==> src/rtl/lrhf_pkg.sv <==
// ----------------------------------------------------------------------------
// lrhf_pkg
// types and constants of the longest run with holes finder
// ----------------------------------------------------------------------------
`default_nettype none

package lrhf_pkg;

	localparam int LEN_W = 10;
	localparam int TIE_W = 11;
	localparam logic [TIE_W-1:0] TIE_MAX = '1;

	// register map, indexed by paddr[2]
	localparam logic REG_HOLE_SPAN  = 1'b0;
	localparam logic REG_HOLE_VALUE = 1'b1;

	localparam logic [LEN_W-1:0] HOLE_SPAN_RESET  = 10'd20;
	localparam logic             HOLE_VALUE_RESET = 1'b0;

	typedef struct packed {
		logic bit_value;
		logic last_bit;
	} in_item_t;

	typedef struct packed {
		logic             found;
		logic [LEN_W-1:0] best_length;
		logic [LEN_W-1:0] best_start;
		logic [LEN_W-1:0] best_end;
		logic [TIE_W-1:0] tie_count;
		logic             overflow;
	} out_item_t;

endpackage

`default_nettype wire

==> src/rtl/longest_run_with_holes_finder_top.sv <==
// ----------------------------------------------------------------------------
// longest run with holes finder
// streams a bit vector one bit per request and reports its longest segment
// ----------------------------------------------------------------------------
// A vector arrives one bit per input request, index 0 first, and its final
// bit carries last_bit. Bits equal to hole_value are holes, all others are
// marks; marks no more than max_hole_span indices apart belong to one
// segment, and a segment's length is its last index minus its first. On the
// final bit the block emits one result request with the earliest longest
// segment, the number of segments sharing that length (saturating at 2047)
// and an overflow flag when the vector ran past MAX_LEN bits; bits beyond
// MAX_LEN are dropped but their last_bit still ends the vector. The block
// takes one bit per cycle: each bit is latched in an input register and is
// folded from there into the running state by one subtract and compare
// against the open segment plus up to two compares against the current
// best; a final bit's result is registered in the output register. The only
// stall is a final bit arriving while the previous result still sits unread
// in the output register. Registers must be written through the APB-style
// port only while no vector is in flight; the block does not enforce this.
// ----------------------------------------------------------------------------
`default_nettype none

module longest_run_with_holes_finder_top
	import lrhf_pkg::*;
#(
	parameter int MAX_LEN = 1024
) (
	input  wire logic        clk,
	input  wire logic        arst_n,
	// bit stream
	input  wire logic        in_valid,
	output logic             in_ready,
	input  wire in_item_t    in_data,
	// result
	output logic             out_valid,
	input  wire logic        out_ready,
	output out_item_t        out_data,
	// register port
	input  wire logic        psel,
	input  wire logic        penable,
	input  wire logic        pwrite,
	input  wire logic [2:0]  paddr,
	input  wire logic [31:0] pwdata,
	output logic [31:0]      prdata,
	output logic             pready
);

	// index width covers 0 .. MAX_LEN-1, position also holds MAX_LEN itself
	localparam int IW = (MAX_LEN > 2) ? $clog2(MAX_LEN) : 1;
	localparam int PW = $clog2(MAX_LEN + 1);
	localparam int CW = IW + LEN_W;
	localparam logic [PW-1:0] POS_LIMIT = PW'(MAX_LEN);

	typedef struct packed {
		logic             have;
		logic [IW-1:0]    len;
		logic [IW-1:0]    first;
		logic [IW-1:0]    last;
		logic [TIE_W-1:0] cnt;
	} best_t;

	typedef struct packed {
		logic          open;
		logic [IW-1:0] first;
		logic [IW-1:0] latest;
	} seg_t;

	// fold a closed segment into the best record
	function automatic best_t merge_seg(best_t b, seg_t s);
		best_t         r;
		logic [IW-1:0] len;
		r   = b;
		len = s.latest - s.first;
		if (s.open) begin
			if (!b.have || len > b.len) begin
				r.have  = 1'b1;
				r.len   = len;
				r.first = s.first;
				r.last  = s.latest;
				r.cnt   = TIE_W'(1);
			end else if (len == b.len && b.cnt != TIE_MAX) begin
				r.cnt = b.cnt + TIE_W'(1);
			end
		end
		return r;
	endfunction

	// zero-extend or truncate an index to the 10-bit result fields
	function automatic logic [LEN_W-1:0] to_field(logic [IW-1:0] v);
		logic [CW-1:0] w;
		w = CW'(v);
		return w[LEN_W-1:0];
	endfunction

	// ---------------- register port ----------------
	logic [LEN_W-1:0] hole_span_q;
	logic             hole_value_q;
	logic             reg_sel;

	assign pready  = 1'b1;
	assign reg_sel = paddr[2];

	always_ff @(posedge clk or negedge arst_n) begin
		if (!arst_n) begin
			hole_span_q  <= HOLE_SPAN_RESET;
			hole_value_q <= HOLE_VALUE_RESET;
		end else if (psel && penable && pwrite) begin
			unique case (reg_sel)
				REG_HOLE_SPAN:  hole_span_q  <= pwdata[LEN_W-1:0];
				REG_HOLE_VALUE: hole_value_q <= pwdata[0];
				default: ;
			endcase
		end
	end

	always_comb begin
		unique case (reg_sel)
			REG_HOLE_SPAN:  prdata = 32'(hole_span_q);
			REG_HOLE_VALUE: prdata = 32'(hole_value_q);
			default:        prdata = '0;
		endcase
	end

	// ---------------- input register ----------------
	logic     valid_s1;
	in_item_t item_s1;
	logic     advance;

	// a final bit waits only while the previous result is still unread
	assign advance  = valid_s1 && !(item_s1.last_bit && out_valid && !out_ready);
	assign in_ready = !valid_s1 || advance;

	always_ff @(posedge clk or negedge arst_n) begin
		if (!arst_n) begin
			valid_s1 <= 1'b0;
		end else if (in_ready) begin
			valid_s1 <= in_valid;
		end
	end

	always_ff @(posedge clk) begin
		if (in_ready && in_valid) begin
			item_s1 <= in_data;
		end
	end

	// ---------------- running state ----------------
	logic [PW-1:0] pos_q;
	seg_t          seg_q;
	best_t         best_q;
	logic          ovf_q;

	logic          in_range;
	logic          is_mark;
	logic [IW-1:0] pos_idx;
	logic [IW-1:0] gap;
	logic          extend;
	seg_t          seg_nxt;
	best_t         best_mid;
	best_t         best_fin;
	out_item_t     result;

	assign in_range = pos_q < POS_LIMIT;
	assign is_mark  = item_s1.bit_value != hole_value_q;
	assign pos_idx  = pos_q[IW-1:0];
	assign gap      = pos_idx - seg_q.latest;
	// compare in a width that holds both the gap and the span
	assign extend   = seg_q.open && (CW'(gap) <= CW'(hole_span_q));

	always_comb begin
		seg_nxt  = seg_q;
		best_mid = best_q;
		if (in_range && is_mark) begin
			if (extend) begin
				seg_nxt.latest = pos_idx;
			end else begin
				// the open segment ends before this mark starts a new one
				best_mid      = merge_seg(best_q, seg_q);
				seg_nxt.open  = 1'b1;
				seg_nxt.first = pos_idx;
				seg_nxt.latest = pos_idx;
			end
		end
		// end of vector closes whatever is still open
		best_fin = merge_seg(best_mid, seg_nxt);
	end

	always_comb begin
		result.found       = best_fin.len != '0;
		result.best_length = to_field(best_fin.len);
		result.best_start  = to_field(best_fin.first);
		result.best_end    = to_field(best_fin.last);
		result.tie_count   = best_fin.cnt;
		result.overflow    = ovf_q || !in_range;
	end

	always_ff @(posedge clk or negedge arst_n) begin
		if (!arst_n) begin
			pos_q  <= '0;
			seg_q  <= '0;
			best_q <= '0;
			ovf_q  <= 1'b0;
		end else if (advance) begin
			if (item_s1.last_bit) begin
				// vector done, start clean for the next one
				pos_q  <= '0;
				seg_q  <= '0;
				best_q <= '0;
				ovf_q  <= 1'b0;
			end else begin
				pos_q  <= in_range ? pos_q + PW'(1) : pos_q;
				seg_q  <= seg_nxt;
				best_q <= best_mid;
				ovf_q  <= ovf_q || !in_range;
			end
		end
	end

	// ---------------- result register ----------------
	logic      out_valid_q;
	out_item_t out_data_q;
	logic      load_out;

	assign load_out = advance && item_s1.last_bit;

	always_ff @(posedge clk or negedge arst_n) begin
		if (!arst_n) begin
			out_valid_q <= 1'b0;
		end else if (load_out) begin
			out_valid_q <= 1'b1;
		end else if (out_ready) begin
			out_valid_q <= 1'b0;
		end
	end

	always_ff @(posedge clk) begin
		if (load_out) begin
			out_data_q <= result;
		end
	end

	assign out_valid = out_valid_q;
	assign out_data  = out_data_q;

endmodule

`default_nettype wire

==> config.mk <==
export PLATFORM = sky130hd
export DESIGN_NAME = longest_run_with_holes_finder_top
export DESIGN_NICKNAME = d
export VERILOG_FILES = /design/src/rtl/lrhf_pkg.sv /design/src/rtl/longest_run_with_holes_finder_top.sv
export SDC_FILE = /design/constraint.sdc
export NUM_CORES = 1
export LEC_CHECK = 0
export ABC_AREA = 1
export BUFFER_PORTS_ARGS = -buffer_cell sky130_fd_sc_hd__buf_2
export CELL_PAD_IN_SITES_DETAIL_PLACEMENT = 1
export CELL_PAD_IN_SITES_GLOBAL_PLACEMENT = 2
export CORE_MARGIN = 4
export CORE_UTILIZATION = 34
export DETAILED_ROUTE_END_ITERATION = 8
export PLACE_DENSITY = 0.79
export RECOVER_POWER = 100
export SYNTH_ARGS = -nofsm -noshare
export SYNTH_HDL_FRONTEND = slang
export SYNTH_SLANG_ARGS = --single-unit
==> constraint.sdc <==
create_clock -name clk -period 7.6 [get_ports clk]
set_clock_uncertainty 0.2 [all_clocks]
set_input_delay 0.76 -clock clk [delete_from_list [all_inputs] [get_ports clk]]
set_output_delay 0.76 -clock clk [all_outputs]
set_load 0.02 [all_outputs]
# Word level (Yosys, flattened, before mapping)
# Cells that the tools add are included.
# Widths: inputs -> output; s select.
dict set report word_totals {
  reg_bits 133
  elab_cells 85
  latch_bits 0
  mem_bits_rw 0
  memories 0
  romBits 0
}
dict set report classes {
  magnitude_cmp 4
  bitwise_logic 1
  addsub 6
  n_eq_ne 5
  mul 0
  n_shift 0
  n_div 0
  reduce_logical 27
  n_mux 20
}
# cell count
set ops {}
lappend ops {{$mux 42} 4}
lappend ops {{$mux 11} 7}
lappend ops {{$pmux 32 s2} 1}
lappend ops {{$mux 21} 2}
lappend ops {{$mux 41} 1}
lappend ops {{$add 11x1->11 const B} 3}
lappend ops {{$mux 31} 1}
lappend ops {{$mux 30} 1}
lappend ops {{$sub 10x10->10} 3}
lappend ops {{$ne 11x11->1 const B} 2}
lappend ops {{$eq 10x10->1} 2}
lappend ops {{$gt 10x10->1} 2}
lappend ops {{$logic_and 1x1->1} 11}
lappend ops {{$lt 11x11->1 const B} 1}
lappend ops {{$le 10x10->1} 1}
lappend ops {{$reduce_bool 10->1} 1}
lappend ops {{$logic_not 1->1} 6}
lappend ops {{$reduce_and 2->1} 3}
lappend ops {{$logic_or 1x1->1} 4}
lappend ops {{$reduce_bool 2->1} 2}
lappend ops {{$mux 1} 3}
lappend ops {{$ne 1x1->1} 1}
lappend ops {{$not 1->1} 1}

# Depth between registers and ports, before layout
# Gate-level depths: netlist of the first run.
dict set report logic_depth {
  depth_word 14
  mapped_depth 53
  mapped_depth_nobuf 52
}

# Least setup slack after synthesis of the first run
# No wires, ideal clock.
dict set report synth_path {
  path_kind {register to register}
  startpoint {reg seg_q[1] (netlist name)}
  endpoint {reg out_data_q, in the netlist out_data[42] (data pin)}
  required_time_ns 7.140
  period_less_slack_ns 6.604
  path_slack_ns 0.996
  arrival_time_ns 6.145
  path_buffers 3
  path_stages_with_launch 48
  path_cell_list {dfrtp_1 inv_1 ha_1 nand2_1 o21ai_0 a21oi_1 o21bai_1 a21oi_1 o21ai_0 a21o_1 a21oi_1 xor2_1 ha_1 nand2_1 nor2_2 nand3_1 nand3_2 nand2_1 (+12 left out) nand2_1 nor2_1 o211ai_1 o2111ai_1 nand2_1 nand2_1 inv_1 nor2_1 buf_2 nand2_1 nand2_1 nand2_1 nor2_1 nand2_1 nor2_1 nand2_1 nor2_1 nand3_1}
}
# element line
set synth_lines {}
lappend synth_lines {{start, declared} longest_run_with_holes_finder_top.sv:149} ;# seg_t seg_q;
lappend synth_lines {{start signal, assigned} longest_run_with_holes_finder_top.sv:212} ;# seg_q <= seg_nxt;
lappend synth_lines {{end signal, assigned} longest_run_with_holes_finder_top.sv:238} ;# out_data_q <= result;
lappend synth_lines {{end, declared} longest_run_with_holes_finder_top.sv:221} ;# out_item_t out_data_q;

==> impl_results.md, run 1 <==
* FFs w/ async S/R, synth at 66.2%
* All-Layer GR Usage at 18.3%
* Top Ports at 122
* Cells after Synth at 1,127
* DR iter-0 viols at 283
* Final hold violation count at 0
* Nets at 1,320
* GPL Wtd Cong at approximately 0.79
* Status: finished with violations
* Synth-to-Final Area Change at 14.8%
* # setup viols final at 0
* Max-cap viol count at 4
* Initial antenna violation count at 0
* Number of enable flip-flop cells after synthesis at 45
* Pins over their slew limit at between 200 and 250
* Ant. Diodes at 0
* VDD IR-drop max at approximately 0.12 mV
* H-tree depth at 4
* Die Y at 169 µm
* Area leader, netlist: dfrtp_1
* P per Cell Area at 401 nW/µm²
* Later-pin clock latency in the skew report at 0.43 ns
* Period utilisation layout at 92.1%
* CP top delay family: compound AO/OA/AOI/OAI gates
* Core ar. at 25,300 µm²
* Register clock-pin slew on the reported worst setup and hold paths at 0.06 ns
* Vias at 7,704
* FILL cells at 3,116
* Worst rel slew slack at -156%
* Largest net degree at the start of global routing at 67
* Predominant post-synthesis flop cell: dfrtp_1
* Dpl ws at 0.00601 ns
* CP Data Required Time at approximately 7.5 ns
* Min Hold Slack at 0.287 ns
* Worst setup EP type: register
* Root Buffer: clkbuf_16
* CP bufs+invs at 5
* Top cell by count, worst path: nand2_1
* P_leak at 4.79 nW
* Critical path peak fanout at 26
* Critical Path Slowest Stage Cell: dfrtp_1
* Cts hold-fix bufs at 0
* # DRC at 0
* Share of cells above drive strength 1 at 10.9%
* Hpwl dp at 19,000 µm
* Total power at 0.00405 W
* Iteration count of the initial detailed-routing pass at 5
* Final Critical Period at 7.00 ns
* Avg Vias per Cell at 4.94
* Setup ws final at 0.599 ns
* Syn avg cell area at 7.82 µm²
* Grt ovf at 0
* Most frequent cell after synthesis: nand2_1
* Final wirelength at 26,000 µm
* Hold Crit Class: reg2reg
* Sequential-to-total area share from yosys stat at 40.4%
* Post-synth top cells: 261 x nand2_1, 156 x inv_1, 93 x o21ai_0
* Failing checks: max-capacitance violations, max-slew violations
* Top cell type's share of synthesized area at 24.4%
* Synth Register Bits at approximately 130
* Worst slew pin tran at between 3 and 4 ns
* Synthesis Warnings at 0
* Clk sinks at between 100 and 150
* R2r setup slk at roughly 0.6 ns
* Crit-path max cell delay at 0.37 ns
* Mapped Area at 8810 µm²
* Antenna-violating nets left at 0
* Die area at 28,500 µm²
* Kind of critical path: reg2reg
* CTS tree: built
* Site Rows at 58
* Die Wd at about 170 µm
* Avg WL per Cell at between 15 and 20 µm
* Initial Utilization at between 30% and 40%
* Crit path launch type: register
* Fmax at around 0.14 GHz
* IO Port Bufs at 74
* First-pass GRT wire length at 41,800 µm
* Vias in the first global route at 7,819
* Total CTS buffers at 17
* Worst EP arrival at a little under 7 ns
* CTS max path bufs at 2
* Area contributors post-synth: dfrtp_1 24%, edfxtp_1 15%, nand2_1 11%
* Yosys cell types at 52
placed cells by master, fill, tap and decap left out, types with 3 or more instances in the layout:
master,synthesis,final
or2_2,3,3
nor2_2,8,5
inv_2,8,9
nor2_4,3,6
clkinvlp_4,0,3
inv_1,156,154
edfxtp_1,45,45
nand4_1,6,6
nand2_1,261,259
o21ai_1,7,6
clkinv_1,2,3
nand3_1,64,65
ha_1,58,57
nand3_2,7,6
clkbuf_1,19,63
mux2i_1,8,8
nor3_1,14,14
nor4_1,3,3
clkbuf_16,0,17
buf_2,10,17
nand2_2,12,12
dfrtp_1,86,86
buf_4,25,21
nand2_4,1,3
inv_6,0,3
o22ai_1,41,41
a21oi_1,51,49
o21bai_1,6,4
xor2_1,15,15
o21ai_0,93,91
nor2_1,74,74
o21ai_2,2,5
conb_1,2,23
a21oi_2,1,3
xnor2_1,5,5
and2_1,5,5
clkinv_4,0,5
o211ai_1,3,3
worst paths after layout:
path,endpoint,startpoint,depth (start not counted)
max in group asynchronous,seg_q[20],arst_n,2
worst max register to register,out_data[13],seg_q[2],39
worst max-delay path,out_data[13],seg_q[2],39
worst min-delay path,best_q[23],best_q[23],2
min in group asynchronous,hole_span_q[6],arst_n,1
worst min register to register,best_q[23],best_q[23],2
layout make-up:
| type | count | area, µm² | share of cell area (%) |
|---|---|---|---|
| multi-input cells | 795 | 4460 | 44.1 |
| flip-flops and latches | 133 | 3560 | 35.2 |
| inverters | 166 | 623 | 6.16 |
| repair buffers | 103 | 503 | 4.97 |
| clock buffers | 19 | 433 | 4.28 |
| well taps | 330 | 413 | 4.08 |
| clock inverters | 13 | 128 | 1.26 |
where the power goes:
part,internal [W],total [W],switching (W)
clock,0.000455,0.000807,0.000352
combinational,0.000777,0.00226,0.00149
sequential,0.000919,0.000983,0.0000640
total,0.00215,0.00405,0.00190
through the flow:
stage / cells / utilization, % / area, µm² / TNS [ns]
2_1_floorplan: 1148 / - / 8890 / 0
3_3_place_gp: 1522 / 37.7 / 9560 / 0
3_5_place_dp: 1522 / 37.7 / 9560 / 0
4_1_cts: 1554 / 40.0 / 10100 / 0
5_1_grt: 1559 / 39.9 / 10100 / -0.00518
6_report: 1559 / 39.9 / 10100 / 0
state kept, by name (all words and copies together) (netlist names):
register / count
valid_s1: 1
best_q: 42
out_data: 43
hole_value_q: 1
pos_q: 11
item_s1: 2
ovf_q: 1
seg_q: 21
out_valid: 1
hole_span_q: 10
timing repair:
item | in CTS | in global routing
cloned | 0 | 1
setup buffers | 0 | 4
resized for setup | 3 | 23
pin swaps | 0 | 3
endpoints found under the setup margin | 1 | 38
endpoints found under the hold margin | 0 | 0
logic make-up (layout without fill, tap and decap cells):
group,count (synthesis),in the layout,synth area share (%)
adder cells (fa/ha/maj),60,60,8.69
AND/OR/NAND/NOR,469,470,23.7
other,2,23,0.0853
flip-flops,133,133,40.4
AO/OA/AOI/OAI,214,214,13.6
buffers and inverters,221,301,10.7
XOR/XNOR,20,20,1.99
multiplexers,8,8,0.909
tightest hold or removal path, stage by stage, from the launching register on:
cell     delay [ns]
dfrtp_1        0.34
nand2_1        0.05
o21ai_0        0.06
metal layers:
layer,track usage (%),part of all wire [%],vias up
met3,2.50,3.1,21
met5,0,0,-
met4,4.55,1.2,0
li1,-,-,3860
met1,24.6,47,3718
met2,31.3,49,105
Note: power is estimated with default switching activity, not from simulation.
==> run 2, diff against run 1 <==
REMOVE_ABC_BUFFERS = 1   (was default)
TNS_END_PERCENT = 10   (was default)
==> impl_results.md, run 2 (same netlist as run 1, synthesis figures left out) <==
* Failing checks: max-capacitance violations, max-slew violations
* Total CTS buffers at 17 (unchanged)
* P_leak at 4.86 nW (+1.5%)
* Final hold violation count at 0 (unchanged)
* Max reg flops at 43 (unchanged)
* FILL cells at 3,139 (+0.74%)
* Initial antenna violation count at 0 (unchanged)
* R2r endpoint: out_data[42]
* Final instance area at 10,200 µm² (+1.2%)
* Die Wd at 169 µm (unchanged)
* CTS max path bufs at 2 (unchanged)
* Later-pin clock latency in the skew report at 0.43 ns (about the same)
* GPL Wtd Cong at 0.809 (+2.2%)
* Site Rows at 58 (unchanged)
* Clk sinks at 133 (unchanged)
* Total power at 0.00408 W (+0.65%)
* H-tree depth at 4 (unchanged)
* Power Internal at 0.00220 W (+2.3%)
* Worst slew pin tran at 3.19 ns (-0.652 ns)
* Placed cell areas at 9700 µm² (+1.5%)
* Die area at 28,500 µm² (unchanged)
* All-Layer GR Usage at 18.5% (+0.14 points)
* Dpl ws at 0.215 ns (+0.209 ns)
* CP bufs+invs at 5 (unchanged)
* Vias in the first global route at 8,137 (+4.1%)
* Crit-path max cell delay at 0.41 ns (+0.04 ns)
* Largest net degree at the start of global routing at 61 (-9.0%)
* Nets at 1,335 (+1.1%)
* Hold Startpoint: best_q[12]
* Grt ovf at 0 (unchanged)
* Hold Crit Class: reg2reg
* Pins over their slew limit at 199 (-1.0%)
* Worst rel slew slack at -113% (+43 points)
* Final wirelength at 25,700 µm (-1.2%)
* Setup ws final at 0.677 ns (+0.0775 ns)
* Top Ports at 122 (unchanged)
* P_sw at 0.00188 W (-1.2%)
* DR iter-0 viols at 288 (+1.8%)
* Final Critical Period at 6.92 ns (-0.0775 ns)
* Crit path launch type: register
* Worst EP arrival at 6.90 ns (-0.02 ns)
* Non-filler cells, final at 1,574 (+0.96%)
* Synth-to-Final Area Change at 16.1%
* Switching share of power at 46.1% (-0.87 points)
* Avg Vias per Cell at 4.93 (-0.14%)
* Share of cells above drive strength 1 at 12.1% (+1.2 points)
* Worst r2r path cells at 42 (+7.7%)
* Status: finished with violations
* Root Buffer: clkbuf_16
* Top cell by count, worst path: nand2_1
* # DRC at 0 (unchanged)
* Fmax at 0.144 GHz (+1.1%)
* RR Startpoint: pos_q[0]
* Register clock-pin slew on the reported worst setup and hold paths at 0.07 ns (about the same)
* Most frequent cells in the layout: 260 x nand2_1, 155 x inv_1, 89 x o21ai_0, 86 x dfrtp_1, 74 x nor2_1
* Power share of the clock group at 19.9% (about the same)
* Worst setup EP type: register
* P per Cell Area at 399 nW/µm² (-0.49%)
* Critical path peak fanout at 27 (+3.8%)
* Max-cap viol count at 4 (unchanged)
* Ant. Diodes at 0 (unchanged)
* CP Data Required Time at 7.58 ns (+0.06 ns)
* Hpwl dp at 18,900 µm (-0.26%)
* # setup viols final at 0 (unchanged)
* IO Port Bufs at 74 (unchanged)
* Hold path depth at 2 (unchanged)
* Avg WL per Cell at 16.3 µm (-2.1%)
* Register area at 3560 µm² (unchanged)
* Most common cell after layout, fill and taps aside: nand2_1
* VDD IR-drop max at 0.113 mV (-1.7%)
* Core ar. at 25,300 µm² (unchanged)
* Antenna-violating nets left at 0 (unchanged)
* Period utilisation layout at 91.1% (-1.0 points)
* CP top delay family: simple AND/OR/NAND/NOR gates
* Vias at 7,767 (+0.82%)
* Area of the multi-input gates at 4440 µm² (-0.36%)
* Critical Path Slowest Stage Cell: fa_1
* Sequential share of power at 24.1% (about the same)
* First-pass GRT wire length at 42,400 µm (+1.3%)
* Iteration count of the initial detailed-routing pass at 4 (-1)
* Initial Utilization at 34.8% (unchanged)
* Combinational Power Share at 56.0% (about the same)
* Kind of critical path: reg2reg
* Die Y at 169 µm (unchanged)
* DP Cell Count at 1,540 (+1.2%)
* CTS tree: built
* Hold EP: best_q[12]
* R2r setup slk at 0.68 ns (+0.08 ns)
run 2: cell count changes in the layout (fill, tap and decap cells not counted), moves of 2 or more:
cell      delta
buf_4       +19
clkbuf_1     -2
clkbuf_4     -2
inv_6        +3
inv_8        +3
o21ai_0      -2
o21ai_1      +4
o21ai_2      -2
run 2: timing repair:
action	in CTS	in global routing
resized for setup	0	14
endpoints found under the setup margin	0	39
setup buffers	0	2
hold buffers	0	0
run 2: power by group through the flow:
stage | combinational [W] | sequential, W | clock (W)
final | 0.00229 | 0.000983 | 0.000811
after global routing | 0.00263 | 0.000999 | 0.000864
after detailed placement | 0.00229 | 0.000992 | 0
after floorplan | 0.00145 | 0.00103 | 0
after global placement | 0.00222 | 0.000988 | 0
after CTS | 0.00230 | 0.000980 | 0.000832
run 2: tightest hold or removal path: stages, from the launching register on:
cell	delay (ns)
dfrtp_1	0.34
nand2_1	0.05
o21ai_0	0.06
run 2: layout make-up:
| type | instances | share of cell area [%] |
|---|---|---|
| inverters | 166 | 6.09 |
| flip-flops and latches | 133 | 34.8 |
| repair buffers | 119 | 6.20 |
| well taps | 330 | 4.04 |
| multi-input cells | 794 | 43.4 |
| clock inverters | 15 | 1.33 |
| clock buffers | 17 | 4.16 |
run 2: how the worst max path moves through the flow:
stage | to | slack, ns | start | cells past startpoint
after floorplan | out_data[42] | -0.76 | seg_q[1] | 48
after detailed placement | out_data[42] | 0.21 | seg_q[2] | 45
final | out_data[42] | 0.68 | pos_q[0] | 42
after global placement | out_data[42] | 0.32 | seg_q[2] | 49
after global routing | out_data[42] | -0.00003 | seg_q[2] | 50
after CTS | out_data[42] | 0.18 | seg_q[2] | 45
run 2: routing by layer:
metal  vias to the layer above  share of wire, %  global-route usage (%)
met5                         -                 0                       0
met4                         0               1.0                    3.56
met3                        18               2.5                    3.01
met2                        99                49                    32.6
met1                      3756                47                    24.0
li1                       3894                 -                       -
run 2: through the flow:
step,hold WS [ns],utilization [%],setup TNS (ns)
4_1_cts,0.157,40.5,0
6_report,0.280,40.4,0
5_1_grt,0.281,40.4,-0.0000338
3_5_place_dp,0.269,38.3,0
3_3_place_gp,0.261,38.3,0
2_1_floorplan,0.248,-,-5.70
